$ cat src/hdl/xtea_pkg.sv
`default_nettype none

package xtea_pkg;

  localparam int unsigned WORD_W    = 32;
  localparam int unsigned ROUND_W   = 7;
  localparam int unsigned CFG_IDX_W = 3;
  localparam int unsigned KEY_WORDS = 4;

  localparam logic [WORD_W-1:0]  DELTA      = 32'h9E37_79B9;
  localparam logic [ROUND_W-1:0] MAX_ROUNDS = 7'd64;

  localparam logic [WORD_W-1:0]  KEY0_RST   = 32'h0000_FDA5;
  localparam logic [WORD_W-1:0]  KEY1_RST   = 32'h0000_D54E;
  localparam logic [WORD_W-1:0]  KEY2_RST   = 32'h0000_FC00;
  localparam logic [WORD_W-1:0]  KEY3_RST   = 32'h0000_B55A;
  localparam logic [ROUND_W-1:0] ROUNDS_RST = 7'd32;

  typedef logic [KEY_WORDS-1:0][WORD_W-1:0] key_t;

  typedef enum logic [CFG_IDX_W-1:0] {
    REG_KEY0   = 3'd0,
    REG_KEY1   = 3'd1,
    REG_KEY2   = 3'd2,
    REG_KEY3   = 3'd3,
    REG_ROUNDS = 3'd4
  } reg_idx_e;

  typedef enum logic {
    ST_IDLE = 1'b0,
    ST_RUN  = 1'b1
  } ctrl_state_e;

  // Controller to datapath commands
  typedef struct packed {
    logic load;      // take a new block, seed the sum
    logic step;      // run one Feistel cycle on the working state
    logic capture;   // write the output register
    logic use_step;  // capture the round result rather than the held state
  } cmd_t;

  function automatic logic [WORD_W-1:0] mix(input logic [WORD_W-1:0] x);
    return ((x << 4) ^ (x >> 5)) + x;
  endfunction

endpackage

`default_nettype wire

$ cat src/hdl/xtea_if.sv
`default_nettype none

interface xtea_req_if;
  logic                        valid;
  logic                        ready;
  logic                        mode;
  logic [xtea_pkg::WORD_W-1:0] block_low;
  logic [xtea_pkg::WORD_W-1:0] block_high;

  modport source (output valid, mode, block_low, block_high, input ready);
  modport sink   (input valid, mode, block_low, block_high, output ready);
endinterface

interface xtea_rsp_if;
  logic                        valid;
  logic                        ready;
  logic [xtea_pkg::WORD_W-1:0] result_low;
  logic [xtea_pkg::WORD_W-1:0] result_high;

  modport source (output valid, result_low, result_high, input ready);
  modport sink   (input valid, result_low, result_high, output ready);
endinterface

interface xtea_cfg_if;
  logic                           valid;
  logic                           ready;
  logic [xtea_pkg::CFG_IDX_W-1:0] index;
  logic [xtea_pkg::WORD_W-1:0]    data;

  modport source (output valid, index, data, input ready);
  modport sink   (input valid, index, data, output ready);
endinterface

`default_nettype wire

$ cat src/hdl/xtea_cfg_regs.sv
`default_nettype none

module xtea_cfg_regs (
  input  wire                           clk_i,
  input  wire                           rst_ni,
  input  wire                           wr_en_i,
  input  wire [xtea_pkg::CFG_IDX_W-1:0] wr_idx_i,
  input  wire [xtea_pkg::WORD_W-1:0]    wr_data_i,
  output xtea_pkg::key_t                key_o,
  output logic [xtea_pkg::ROUND_W-1:0]  rounds_o
);
  import xtea_pkg::*;

  key_t               key_q, key_d;
  logic [ROUND_W-1:0] rounds_q, rounds_d;
  logic [ROUND_W-1:0] wr_rounds;

  // Saturate the round count on write so the core only ever sees 0..64
  assign wr_rounds = (wr_data_i[ROUND_W-1:0] > MAX_ROUNDS) ? MAX_ROUNDS
                                                           : wr_data_i[ROUND_W-1:0];

  always_comb begin
    key_d    = key_q;
    rounds_d = rounds_q;
    if (wr_en_i) begin
      unique case (wr_idx_i) inside
        REG_KEY0, REG_KEY1, REG_KEY2, REG_KEY3: key_d[wr_idx_i[1:0]] = wr_data_i;
        REG_ROUNDS:                             rounds_d = wr_rounds;
        default:                                ;
      endcase
    end
  end

  always_ff @(posedge clk_i or negedge rst_ni) begin
    if (!rst_ni) begin
      key_q    <= {KEY3_RST, KEY2_RST, KEY1_RST, KEY0_RST};
      rounds_q <= ROUNDS_RST;
    end else begin
      key_q    <= key_d;
      rounds_q <= rounds_d;
    end
  end

  assign key_o    = key_q;
  assign rounds_o = rounds_q;

endmodule

`default_nettype wire

$ cat src/hdl/xtea_ctrl.sv
`default_nettype none

module xtea_ctrl (
  input  wire                          clk_i,
  input  wire                          rst_ni,
  input  wire                          req_valid_i,
  output logic                         req_ready_o,
  output logic                         rsp_valid_o,
  input  wire                          rsp_ready_i,
  input  wire [xtea_pkg::ROUND_W-1:0]  rounds_i,
  output xtea_pkg::cmd_t               cmd_o
);
  import xtea_pkg::*;

  ctrl_state_e        state_q, state_d;
  logic [ROUND_W-1:0] cnt_q, cnt_d;
  logic               out_valid_q, out_valid_d;
  logic               accept;
  logic               out_free;
  logic               last;

  assign accept   = req_valid_i && (state_q == ST_IDLE);
  assign out_free = !out_valid_q || rsp_ready_i;
  assign last     = (cnt_q <= ROUND_W'(1));

  // Next state
  always_comb begin
    state_d = state_q;
    unique case (state_q)
      ST_IDLE: if (accept) state_d = ST_RUN;
      ST_RUN:  if (last && out_free) state_d = ST_IDLE;
      default: state_d = ST_IDLE;
    endcase
  end

  // Outputs and counter
  always_comb begin
    cmd_o       = '0;
    cnt_d       = cnt_q;
    req_ready_o = 1'b0;
    unique case (state_q)
      ST_IDLE: begin
        req_ready_o = 1'b1;
        if (accept) begin
          cmd_o.load = 1'b1;
          cnt_d      = rounds_i;
        end
      end
      ST_RUN: begin
        if (!last) begin
          cmd_o.step = 1'b1;
          cnt_d      = cnt_q - ROUND_W'(1);
        end else if (out_free) begin
          cmd_o.capture  = 1'b1;
          cmd_o.use_step = (cnt_q != '0);
        end else if (cnt_q != '0) begin
          // Output still occupied: finish the last cycle and hold
          cmd_o.step = 1'b1;
          cnt_d      = '0;
        end
      end
      default: ;
    endcase
  end

  always_comb begin
    out_valid_d = out_valid_q;
    if (cmd_o.capture)    out_valid_d = 1'b1;
    else if (rsp_ready_i) out_valid_d = 1'b0;
  end

  always_ff @(posedge clk_i or negedge rst_ni) begin
    if (!rst_ni) begin
      state_q     <= ST_IDLE;
      cnt_q       <= '0;
      out_valid_q <= 1'b0;
    end else begin
      state_q     <= state_d;
      cnt_q       <= cnt_d;
      out_valid_q <= out_valid_d;
    end
  end

  assign rsp_valid_o = out_valid_q;

endmodule

`default_nettype wire

$ cat src/hdl/xtea_dpath.sv
`default_nettype none

module xtea_dpath (
  input  wire                          clk_i,
  input  wire xtea_pkg::cmd_t          cmd_i,
  input  wire xtea_pkg::key_t          key_i,
  input  wire [xtea_pkg::ROUND_W-1:0]  rounds_i,
  input  wire                          mode_i,
  input  wire [xtea_pkg::WORD_W-1:0]   block_low_i,
  input  wire [xtea_pkg::WORD_W-1:0]   block_high_i,
  output logic [xtea_pkg::WORD_W-1:0]  result_low_o,
  output logic [xtea_pkg::WORD_W-1:0]  result_high_o
);
  import xtea_pkg::*;

  logic [WORD_W-1:0] a_q, a_d, b_q, b_d, s_q, s_d;
  logic              mode_q, mode_d;
  logic [WORD_W-1:0] res_lo_q, res_lo_d, res_hi_q, res_hi_d;
  logic [WORD_W-1:0] a_nxt, b_nxt, s_nxt;
  logic [WORD_W-1:0] enc_a, enc_s, enc_b;
  logic [WORD_W-1:0] dec_b, dec_s, dec_a;
  logic [WORD_W-1:0] dec_seed;

  assign dec_seed = WORD_W'(DELTA * rounds_i);

  // Encipher cycle
  assign enc_a = a_q + (mix(b_q) ^ (s_q + key_i[s_q[1:0]]));
  assign enc_s = s_q + DELTA;
  assign enc_b = b_q + (mix(enc_a) ^ (enc_s + key_i[enc_s[12:11]]));

  // Decipher cycle
  assign dec_b = b_q - (mix(a_q) ^ (s_q + key_i[s_q[12:11]]));
  assign dec_s = s_q - DELTA;
  assign dec_a = a_q - (mix(dec_b) ^ (dec_s + key_i[dec_s[1:0]]));

  assign a_nxt = mode_q ? dec_a : enc_a;
  assign b_nxt = mode_q ? dec_b : enc_b;
  assign s_nxt = mode_q ? dec_s : enc_s;

  always_comb begin
    a_d      = a_q;
    b_d      = b_q;
    s_d      = s_q;
    mode_d   = mode_q;
    res_lo_d = res_lo_q;
    res_hi_d = res_hi_q;
    if (cmd_i.load) begin
      a_d    = block_low_i;
      b_d    = block_high_i;
      mode_d = mode_i;
      s_d    = mode_i ? dec_seed : '0;
    end else if (cmd_i.step) begin
      a_d = a_nxt;
      b_d = b_nxt;
      s_d = s_nxt;
    end
    if (cmd_i.capture) begin
      res_lo_d = cmd_i.use_step ? a_nxt : a_q;
      res_hi_d = cmd_i.use_step ? b_nxt : b_q;
    end
  end

  always_ff @(posedge clk_i) begin
    a_q      <= a_d;
    b_q      <= b_d;
    s_q      <= s_d;
    mode_q   <= mode_d;
    res_lo_q <= res_lo_d;
    res_hi_q <= res_hi_d;
  end

  assign result_low_o  = res_lo_q;
  assign result_high_o = res_hi_q;

endmodule

`default_nettype wire

$ cat src/hdl/xtea_block_cipher.sv
`default_nettype none

// XTEA block cipher, one 64-bit block per request. A request carries the two
// 32-bit halves of the block and a mode bit (0 encipher, 1 decipher); the
// response carries the processed halves. The 128-bit key (four words,
// configuration indices 0..3) and the round count (index 4, low 7 bits only;
// values above 64 saturate to 64, zero passes the block through) sit in
// configuration registers, always ready, and should only be written while no
// request is in flight. Indices beyond 4 are ignored. Round logic with one
// encipher and one decipher path, reused for every round, runs one full
// Feistel cycle per clock: the core accepts a block and seeds the sum, then
// runs the rounds, the last of which writes the output register. A new
// request is taken as soon as the core is free, even while the previous
// response waits in the output register; the core holds its finished result
// only when that register is still occupied.
module xtea_block_cipher (
  input  wire         clk_i,
  input  wire         rst_ni,
  xtea_req_if.sink    req_i,
  xtea_rsp_if.source  rsp_o,
  xtea_cfg_if.sink    cfg_i
);
  import xtea_pkg::*;

  key_t               key;
  logic [ROUND_W-1:0] rounds;
  cmd_t               cmd;

  // Configuration registers never stall
  assign cfg_i.ready = 1'b1;

  xtea_cfg_regs u_cfg (
    .clk_i     (clk_i),
    .rst_ni    (rst_ni),
    .wr_en_i   (cfg_i.valid),
    .wr_idx_i  (cfg_i.index),
    .wr_data_i (cfg_i.data),
    .key_o     (key),
    .rounds_o  (rounds)
  );

  // Sequencer: accept, count rounds, hand off to the output register
  xtea_ctrl u_ctrl (
    .clk_i       (clk_i),
    .rst_ni      (rst_ni),
    .req_valid_i (req_i.valid),
    .req_ready_o (req_i.ready),
    .rsp_valid_o (rsp_o.valid),
    .rsp_ready_i (rsp_o.ready),
    .rounds_i    (rounds),
    .cmd_o       (cmd)
  );

  // Round unit, working state and output register
  xtea_dpath u_dpath (
    .clk_i         (clk_i),
    .cmd_i         (cmd),
    .key_i         (key),
    .rounds_i      (rounds),
    .mode_i        (req_i.mode),
    .block_low_i   (req_i.block_low),
    .block_high_i  (req_i.block_high),
    .result_low_o  (rsp_o.result_low),
    .result_high_o (rsp_o.result_high)
  );

endmodule

`default_nettype wire

$ cat src/flat_wrapper.sv
// flat-port wrapper written by rule: the top's interface ports become plain ports
module xtea_block_cipher_flat import xtea_pkg::*;
  (clk_i, rst_ni, req_i_valid, req_i_mode, req_i_block_low, req_i_block_high, req_i_ready, rsp_o_valid, rsp_o_result_low, rsp_o_result_high, rsp_o_ready, cfg_i_valid, cfg_i_index, cfg_i_data, cfg_i_ready);
  xtea_req_if req_i_i ();
  xtea_rsp_if rsp_o_i ();
  xtea_cfg_if cfg_i_i ();
  input  wire clk_i;
  input  wire rst_ni;
  input wire logic [$bits(req_i_i.valid)-1:0] req_i_valid;
  input wire logic [$bits(req_i_i.mode)-1:0] req_i_mode;
  input wire logic [$bits(req_i_i.block_low)-1:0] req_i_block_low;
  input wire logic [$bits(req_i_i.block_high)-1:0] req_i_block_high;
  output wire logic [$bits(req_i_i.ready)-1:0] req_i_ready;
  output wire logic [$bits(rsp_o_i.valid)-1:0] rsp_o_valid;
  output wire logic [$bits(rsp_o_i.result_low)-1:0] rsp_o_result_low;
  output wire logic [$bits(rsp_o_i.result_high)-1:0] rsp_o_result_high;
  input wire logic [$bits(rsp_o_i.ready)-1:0] rsp_o_ready;
  input wire logic [$bits(cfg_i_i.valid)-1:0] cfg_i_valid;
  input wire logic [$bits(cfg_i_i.index)-1:0] cfg_i_index;
  input wire logic [$bits(cfg_i_i.data)-1:0] cfg_i_data;
  output wire logic [$bits(cfg_i_i.ready)-1:0] cfg_i_ready;
  assign req_i_i.valid = req_i_valid;
  assign req_i_i.mode = req_i_mode;
  assign req_i_i.block_low = req_i_block_low;
  assign req_i_i.block_high = req_i_block_high;
  assign req_i_ready = req_i_i.ready;
  assign rsp_o_valid = rsp_o_i.valid;
  assign rsp_o_result_low = rsp_o_i.result_low;
  assign rsp_o_result_high = rsp_o_i.result_high;
  assign rsp_o_i.ready = rsp_o_ready;
  assign cfg_i_i.valid = cfg_i_valid;
  assign cfg_i_i.index = cfg_i_index;
  assign cfg_i_i.data = cfg_i_data;
  assign cfg_i_ready = cfg_i_i.ready;
  xtea_block_cipher u_core (.clk_i(clk_i), .rst_ni(rst_ni), .req_i(req_i_i), .rsp_o(rsp_o_i), .cfg_i(cfg_i_i));
endmodule
$ cat config.mk
export PLATFORM = sky130hd
export DESIGN_NAME = xtea_block_cipher_flat
export DESIGN_NICKNAME = d
export VERILOG_FILES = /design/src/hdl/xtea_pkg.sv /design/src/hdl/xtea_if.sv /design/src/hdl/xtea_cfg_regs.sv /design/src/hdl/xtea_ctrl.sv /design/src/hdl/xtea_dpath.sv /design/src/hdl/xtea_block_cipher.sv /design/src/flat_wrapper.sv
export SDC_FILE = /design/constraint.sdc
export NUM_CORES = 2
export LEC_CHECK = 0
export BUFFER_PORTS_ARGS = -buffer_cell sky130_fd_sc_hd__buf_4
export CORE_MARGIN = 4
export CORE_UTILIZATION = 44
export CTS_BUF_LIST = sky130_fd_sc_hd__clkbuf_8 sky130_fd_sc_hd__clkbuf_16
export DETAILED_ROUTE_END_ITERATION = 7
export SYNTH_ARGS = -nofsm -noshare
export SYNTH_HDL_FRONTEND = slang
export SYNTH_SLANG_ARGS = --single-unit
$ cat constraint.sdc
create_clock -name clk_i -period 31.4 [get_ports clk_i]
set_input_delay 3.14 -clock clk_i [delete_from_list [all_inputs] [get_ports clk_i]]
set_output_delay 3.14 -clock clk_i [all_outputs]
set_load 0.01 [all_outputs]
Word level (Yosys, flattened, before mapping)
Index checks and enable logic that the tools add are counted.
W data, S select, Z words.
{"block": "classes", "bitwise": 9, "n_mul": 1, "n_eq_ne": 7, "order_cmp": 8, "addsub": 15, "n_reduce_logical": 13, "n_mux": 42}
{"op": "$mux W32", "count": 17}
{"op": "$add A32 B32 Y32", "count": 10}
{"op": "$bmux W32 S2", "count": 4}
{"op": "$bwmux W128", "count": 1}
{"op": "$xor A32 B27 Y32", "count": 4}
{"op": "$xor A32 B32 Y32", "count": 4}
{"op": "$demux W32 S2", "count": 1}
{"op": "$sub A32 B32 Y32", "count": 2}
{"op": "$mux W7", "count": 5}
{"op": "$add A32 B32 Y32 const B", "count": 1}
{"op": "$mul A32 B7 Y32 const A", "count": 1}
{"op": "$sub A32 B32 Y32 const B", "count": 1}
{"op": "$lt A2 B3 Y1 const B", "count": 5}
{"op": "$pmux W7 S2", "count": 1}
{"op": "$mux W1", "count": 9}
{"op": "$gt A7 B7 Y1 const B", "count": 1}
{"op": "$le A7 B1 Y1 const B", "count": 1}
{"op": "$reduce_bool A7 Y1", "count": 1}
{"op": "$sub A7 B1 Y7 const B", "count": 1}
{"op": "$eq A3 B2 Y1 const B", "count": 2}
{"op": "$mux W2", "count": 2}
{"op": "$reduce_and A2 Y1", "count": 2}
{"op": "$reduce_bool A2 Y1", "count": 2}
{"op": "$reduce_or A4 Y1", "count": 1}
{"op": "14 further kinds", "count": 16}
{"block": "word_totals", "out_inout_bits": 67, "wordCells": 109, "regBits": 305}

Logic depth before layout (Yosys ltp)
{"block": "depth", "depth_word": 12, "depth_mapped": 50, "ltp_nobuf": 47}

Modules after synthesis
From an unflattened synthesis, not the netlist that was laid out.
{"block": "hier_totals", "cells_unflattened": 4283, "hier_area_um2": 39920.8}
{"mod": "xtea_dpath", "instances": 1, "cells_per_inst": 3915, "area_per_inst_um2": 34086.4, "seq_area_each_um2": 4834.6}
{"mod": "xtea_cfg_regs", "instances": 1, "cells_per_inst": 297, "area_per_inst_um2": 5178.7, "seq_area_each_um2": 3423.3}
{"mod": "xtea_ctrl", "instances": 1, "cells_per_inst": 69, "area_per_inst_um2": 644.4, "seq_area_each_um2": 225.2}
{"mod": "xtea_block_cipher", "instances": 1, "cells_per_inst": 2, "area_per_inst_um2": 11.3, "seq_area_each_um2": 0.0}

Least setup slack after synthesis
No wires, ideal clock.
{"block": "synth_timing", "kind": "reg2reg", "start": "register u_core.u_dpath.s_q[11]", "end": "register u_core.u_dpath.a_q[31], data pin", "t_required_ps": 31126, "path_slack_ps": 21060, "stages_incl_launch_ff": 48, "arrival_ps": 10066, "cell_sequence": "edfxtp_1 -> buf_2 -> buf_1 -> clkbuf_1 -> mux4_2 -> ha_1 -> or4_1 -> o211ai_1 -> o21bai_1 -> a41o_1 -> a211oi_1 -> nor2_1 -> a21o_1 -> a21oi_1 -> xnor2_1 -> ha_1 -> a2111oi_0 -> o21ai_0 -> (+12 left out) -> o21ai_0 -> a31oi_1 -> o21ai_0 -> a221oi_1 -> o21ai_0 -> xnor2_1 -> xnor2_1 -> ha_1 -> a41oi_1 -> o21ai_0 -> a21oi_1 -> nor2b_1 -> a311oi_1 -> xnor2_1 -> xnor2_1 -> xnor3_1 -> nand2_1 -> a31oi_1"}
{"block": "synth_between", "elab_chain_len": 12, "elab_cells_between_ends": 17}
{"element": "from (decl)", "line": "xtea_dpath.sv:16", "rtl": "logic [WORD_W-1:0] a_q, a_d, b_q, b_d, s_q, s_d;"}
{"element": "from (signal assigned)", "line": "xtea_dpath.sv:66", "rtl": "s_q <= s_d;"}
{"element": "$bmux W32 S2", "line": "xtea_dpath.sv:32", "rtl": "assign dec_b = b_q - (mix(a_q) ^ (s_q + key_i[s_q[12:11]]));"}
{"element": "$mux W32 (implied by the code)", "line": "xtea_dpath.sv:32"}
{"element": "$add A32 B32 Y32", "line": "xtea_dpath.sv:32"}
{"element": "$xor A32 B32 Y32", "line": "xtea_dpath.sv:32"}
{"element": "$sub A32 B32 Y32", "line": "xtea_dpath.sv:32"}
{"element": "$xor A32 B27 Y32", "line": "xtea_pkg.sv:43", "rtl": "return ((x << 4) ^ (x >> 5)) + x;"}
{"element": "$add A32 B32 Y32", "line": "xtea_pkg.sv:43"}
{"element": "$xor A32 B32 Y32", "line": "xtea_dpath.sv:34", "rtl": "assign dec_a = a_q - (mix(dec_b) ^ (dec_s + key_i[dec_s[1:0]]));"}
{"element": "$sub A32 B32 Y32", "line": "xtea_dpath.sv:34"}
{"element": "$mux W32 (*)", "line": "xtea_dpath.sv:36", "rtl": "assign a_nxt = mode_q ? dec_a : enc_a;"}
{"element": "$mux W32 (*)", "line": "xtea_dpath.sv:52", "rtl": "end else if (cmd_i.step) begin"}
{"element": "$mux W32 (*)", "line": "xtea_dpath.sv:47", "rtl": "if (cmd_i.load) begin"}
{"element": "net u_core.u_dpath.a_d[31]", "line": "xtea_dpath.sv:16"}
{"element": "to (signal assigned)", "line": "xtea_dpath.sv:64", "rtl": "a_q <= a_d;"}
{"element": "to (decl)", "line": "xtea_dpath.sv:16"}
The timed path passes the listed nets; every way through them passes the cells marked *. The select of a mux whose other input is x is not followed.
A chain may end at the register's enable or synchronous reset.

Worst setup path after layout
{"block": "layout_timing", "start": "register u_core.u_dpath.s_q[0]", "end": "register u_core.u_dpath.res_hi_q[31] (netlist: u_core.u_dpath.result_high_o[31]), data pin"}
{"block": "layout_between", "elab_chain_len": 11, "elab_cells_between_ends": 18}
{"element": "$bmux W32 S2", "line": "xtea_dpath.sv:27", "rtl": "assign enc_a = a_q + (mix(b_q) ^ (s_q + key_i[s_q[1:0]]));"}
{"element": "$mux W32 (implied by the code)", "line": "xtea_dpath.sv:27"}
{"element": "$add A32 B32 Y32", "line": "xtea_dpath.sv:27"}
{"element": "$xor A32 B32 Y32", "line": "xtea_dpath.sv:27"}
{"element": "$add A32 B32 Y32", "line": "xtea_dpath.sv:27"}
{"element": "$xor A32 B27 Y32", "line": "xtea_pkg.sv:43"}
{"element": "$add A32 B32 Y32", "line": "xtea_pkg.sv:43"}
{"element": "$xor A32 B32 Y32", "line": "xtea_dpath.sv:29", "rtl": "assign enc_b = b_q + (mix(enc_a) ^ (enc_s + key_i[enc_s[12:11]]));"}
{"element": "$add A32 B32 Y32", "line": "xtea_dpath.sv:29"}
{"element": "$mux W32 (*)", "line": "xtea_dpath.sv:37", "rtl": "assign b_nxt = mode_q ? dec_b : enc_b;"}
{"element": "$mux W32 (*)", "line": "xtea_dpath.sv:59", "rtl": "res_hi_d = cmd_i.use_step ? b_nxt : b_q;"}
{"element": "to (signal assigned)", "line": "xtea_dpath.sv:69", "rtl": "res_hi_q <= res_hi_d;"}
{"element": "to (decl)", "line": "xtea_dpath.sv:18", "rtl": "logic [WORD_W-1:0] res_lo_q, res_lo_d, res_hi_q, res_hi_d;"}
Mark *: on every way between the ends. The rest lies on a longest branch, timed or not. The select of a mux whose other input is x is not followed.

==> results.cfg <==
[status]
status = finished clean

[sta]
worst_pin_slew_ps = 1300
holdWs_ps = 506
finalClockSkew_ps = 38.1
fin_crit_ps = 11830
maxSlewViolCount = 0
fin_setup_tns_ps = 0
rsz0062_at_grt = no
fmax_mhz = 84.5
slew_headroom_pct = 12.2
hold_viol = 0
period_share_pct = 37.7
final-setup-viol-count = 0

[worst_setup_path]
path_depth = 47
path_class = reg -> reg
crit_path_frequent_cell = xnor2_1
crit_required_ps = 31730
cpMaxStageDelayCell = mux4_2
critPathLaunchType = flop
worst-path-buf-inv = 2
reg2regPathDepth = 47
worst-path-max-fanout = 24
cpLargestDelayFamily = compound AO/OA/AOI/OAI gates
timing.rr.start = u_core.u_dpath.s_q[0]
end_kind = flop
cp_slowest_stage_delay_ps = 580
cp.arrival_ps = 12160
crit_start = u_core.u_dpath.s_q[0]

[synth]
synth_area_um2 = 39000
avgSynthCellArea_um2 = 9.29
seq_area_frac_synth_pct = 21.7
synth_area_leaders = ha_1 15%, edfxtp_1 12%, xnor2_1 10%
yosys_most_used_dff = edfxtp_1
syn_inst = 4202
ys_ff_latch = 305
synth_top_area_share_pct = 14.6
synth_edf_count = 161
yosysWarnings = 0
synthArstFlopShare_pct = 47.2
yosysUniqueCellTypes = 96
synth_top_cell_by_area = ha_1
syn-num-nets = 4819

[drt]
postRouteAntennaNets = 0
drtPass1Iterations = 8
drc_errors = 0
routedWlPerCell_um = 24.5
vias_per_cell = 6.10
via_count = 33600
routed_wl_mm = 135
drtIter0Drc = 2838

[die]
fp.dieW_um = 306
dieHeight_um = 306
core_um2 = 87400
die_area_um2 = 93600
initial_core_util_pct = 44.7
rows = 108
io_pins = 172

[finish]
layout_common_cells = 455 x ha_1, 450 x xnor2_1, 370 x a21oi_1
finalNetCount = 4945
final_core_util_pct = 49.0
drive_gt1_share_pct = 14.3
mostFrequentLayoutCell = ha_1
area_growth_pct = 9.70
fillers = 8309
regArea_um2 = 8480
stdcell_area_um2 = 42800
multi_input_area_um2 = 29300

[placed_design]
dp_hpwl_mm = 110
io_buffers = 170
gp_congestion = 1.02
placed_area_um2 = 41600

[global_routing]
grt_pass1_wl_mm = 201
grt_overflow = 0
grt_max_degree = 90
grt_util_all_layers_pct = 27.9
grt_pass1_vias = 32500
antenna_found_initial = 5

[clock_network]
cts_tree = done
cts_setup_buffers = 0
ctsHoldBuffers = 0
cts.sinks = 305
cts_root_buffer = clkbuf_16
numCtsBuffers = 37
cts_max_level = 2
cts_buffer_depth = 3
clock_latency_ps = 600
post_cts_resized = 0
clkTransAtPathRegs_ps = 60

[worst_hold_path]
min_path_cells = 2
min_path_type = reg -> reg
holdCritStartpoint = u_core.u_ctrl.cnt_q[5]

[flow_run]
cap_violations = 0
cells by family (layout without fill, tap and decap cells):
| group | after synthesis | count (layout) | synth area share (%) |
|---|---|---|---|
| AOI/OAI and AO/OA | 1183 | 1183 | 19.1 |
| xor gates and xnor gates | 660 | 660 | 15.1 |
| adders and majority gates | 512 | 512 | 17.5 |
| buffers and inverters | 328 | 482 | 3.24 |
| DFF | 305 | 305 | 21.7 |
| muxes | 315 | 315 | 12.6 |
| other | 1 | 3 | 0.00960 |
| and+or+nand+nor | 898 | 898 | 10.7 |
tightest hold or removal path: cells and delay by family (launching register included):
family	cells	cell delay, ps
compound gates	2	140
flops	1	330
cells in the mapped netlist, types with 8 or more instances:
library cell and number:
ha_1 455, xnor2_1 450, a21oi_1 370, nand2_1 282
o21ai_0 266, nor2_1 264, inv_1 211, xor2_1 203
a21o_1 185, edfxtp_1 161, mux2_2 143, mux4_2 127
dfrtp_1 108, clkbuf_1 77, nand2b_1 58, o21a_1 58
fa_1 57, nor3_1 55, nand3_1 53, mux2i_1 44
o21bai_1 43, nor2b_1 40, a31oi_1 36, dfstp_2 36
and3_1 32, buf_1 29, nand4_1 29, o22ai_1 27
a211oi_1 24, and2_1 20, a21boi_0 17, o211ai_1 17
o31ai_1 17, or2_2 13, or3_1 13, a211o_1 12
a2111oi_0 10, a31o_2 8, and4_1 8, o41ai_1 8
layer usage:
layer / vias to the layer above / track usage (%) / wire, µm
met5: - / 0 / 51
met4: 8 / 6.46 / 3100
met3: 197 / 4.44 / 11400
met2: 1292 / 43.8 / 59600
met1: 16400 / 40.6 / 60900
li1: 15700 / - / -
registers in the layout (all words and copies together), names as in the netlist:
signal / flops
u_core.u_dpath.mode_q: 1
u_core.u_dpath.a_q: 32
u_core.u_ctrl.state_q: 1
u_core.u_dpath.result_high_o: 32
u_core.u_dpath.s_q: 32
u_core.u_cfg.rounds_o: 7
u_core.u_dpath.result_low_o: 32
u_core.u_cfg.key_o: 128
u_core.u_ctrl.rsp_valid_o: 1
u_core.u_dpath.b_q: 32
u_core.u_ctrl.cnt_q: 7
final timing paths:
| kind | to | slack, ps |
|---|---|---|
| max in group asynchronous | u_core.u_cfg.key_o[98] | 27420 |
| hold reg to reg | u_core.u_ctrl.cnt_q[5] | 510 |
| setup / recovery | u_core.u_dpath.result_high_o[31] | 19570 |
| setup reg to reg | u_core.u_dpath.result_high_o[31] | 19570 |
| min in group asynchronous | u_core.u_cfg.key_o[58] | 2570 |
| hold / removal | u_core.u_ctrl.cnt_q[5] | 510 |
final cells by class:
type | instances | share of cell area, %
Antenna cell | 2 | 0.0117
Clock buffer | 40 | 2.31
Clock inverter | 27 | 0.549
Inverter | 212 | 1.86
Multi-Input combinational cell | 3569 | 68.5
Sequential cell | 305 | 19.8
Tap cell | 1155 | 3.37
Timing Repair Buffer | 203 | 3.60
stage by stage:
step | worst slack, ps | std cells
after floorplan | 21060 | 4202
after global placement | 19750 | 5444
after detailed placement | 19690 | 5444
after CTS | 19630 | 5511
after global routing | 18820 | 5512
final | 19570 | 5513
Power is left out: the tool's default activity adds up to more than one toggle a clock period on the data nets, which glitch-free logic cannot reach.
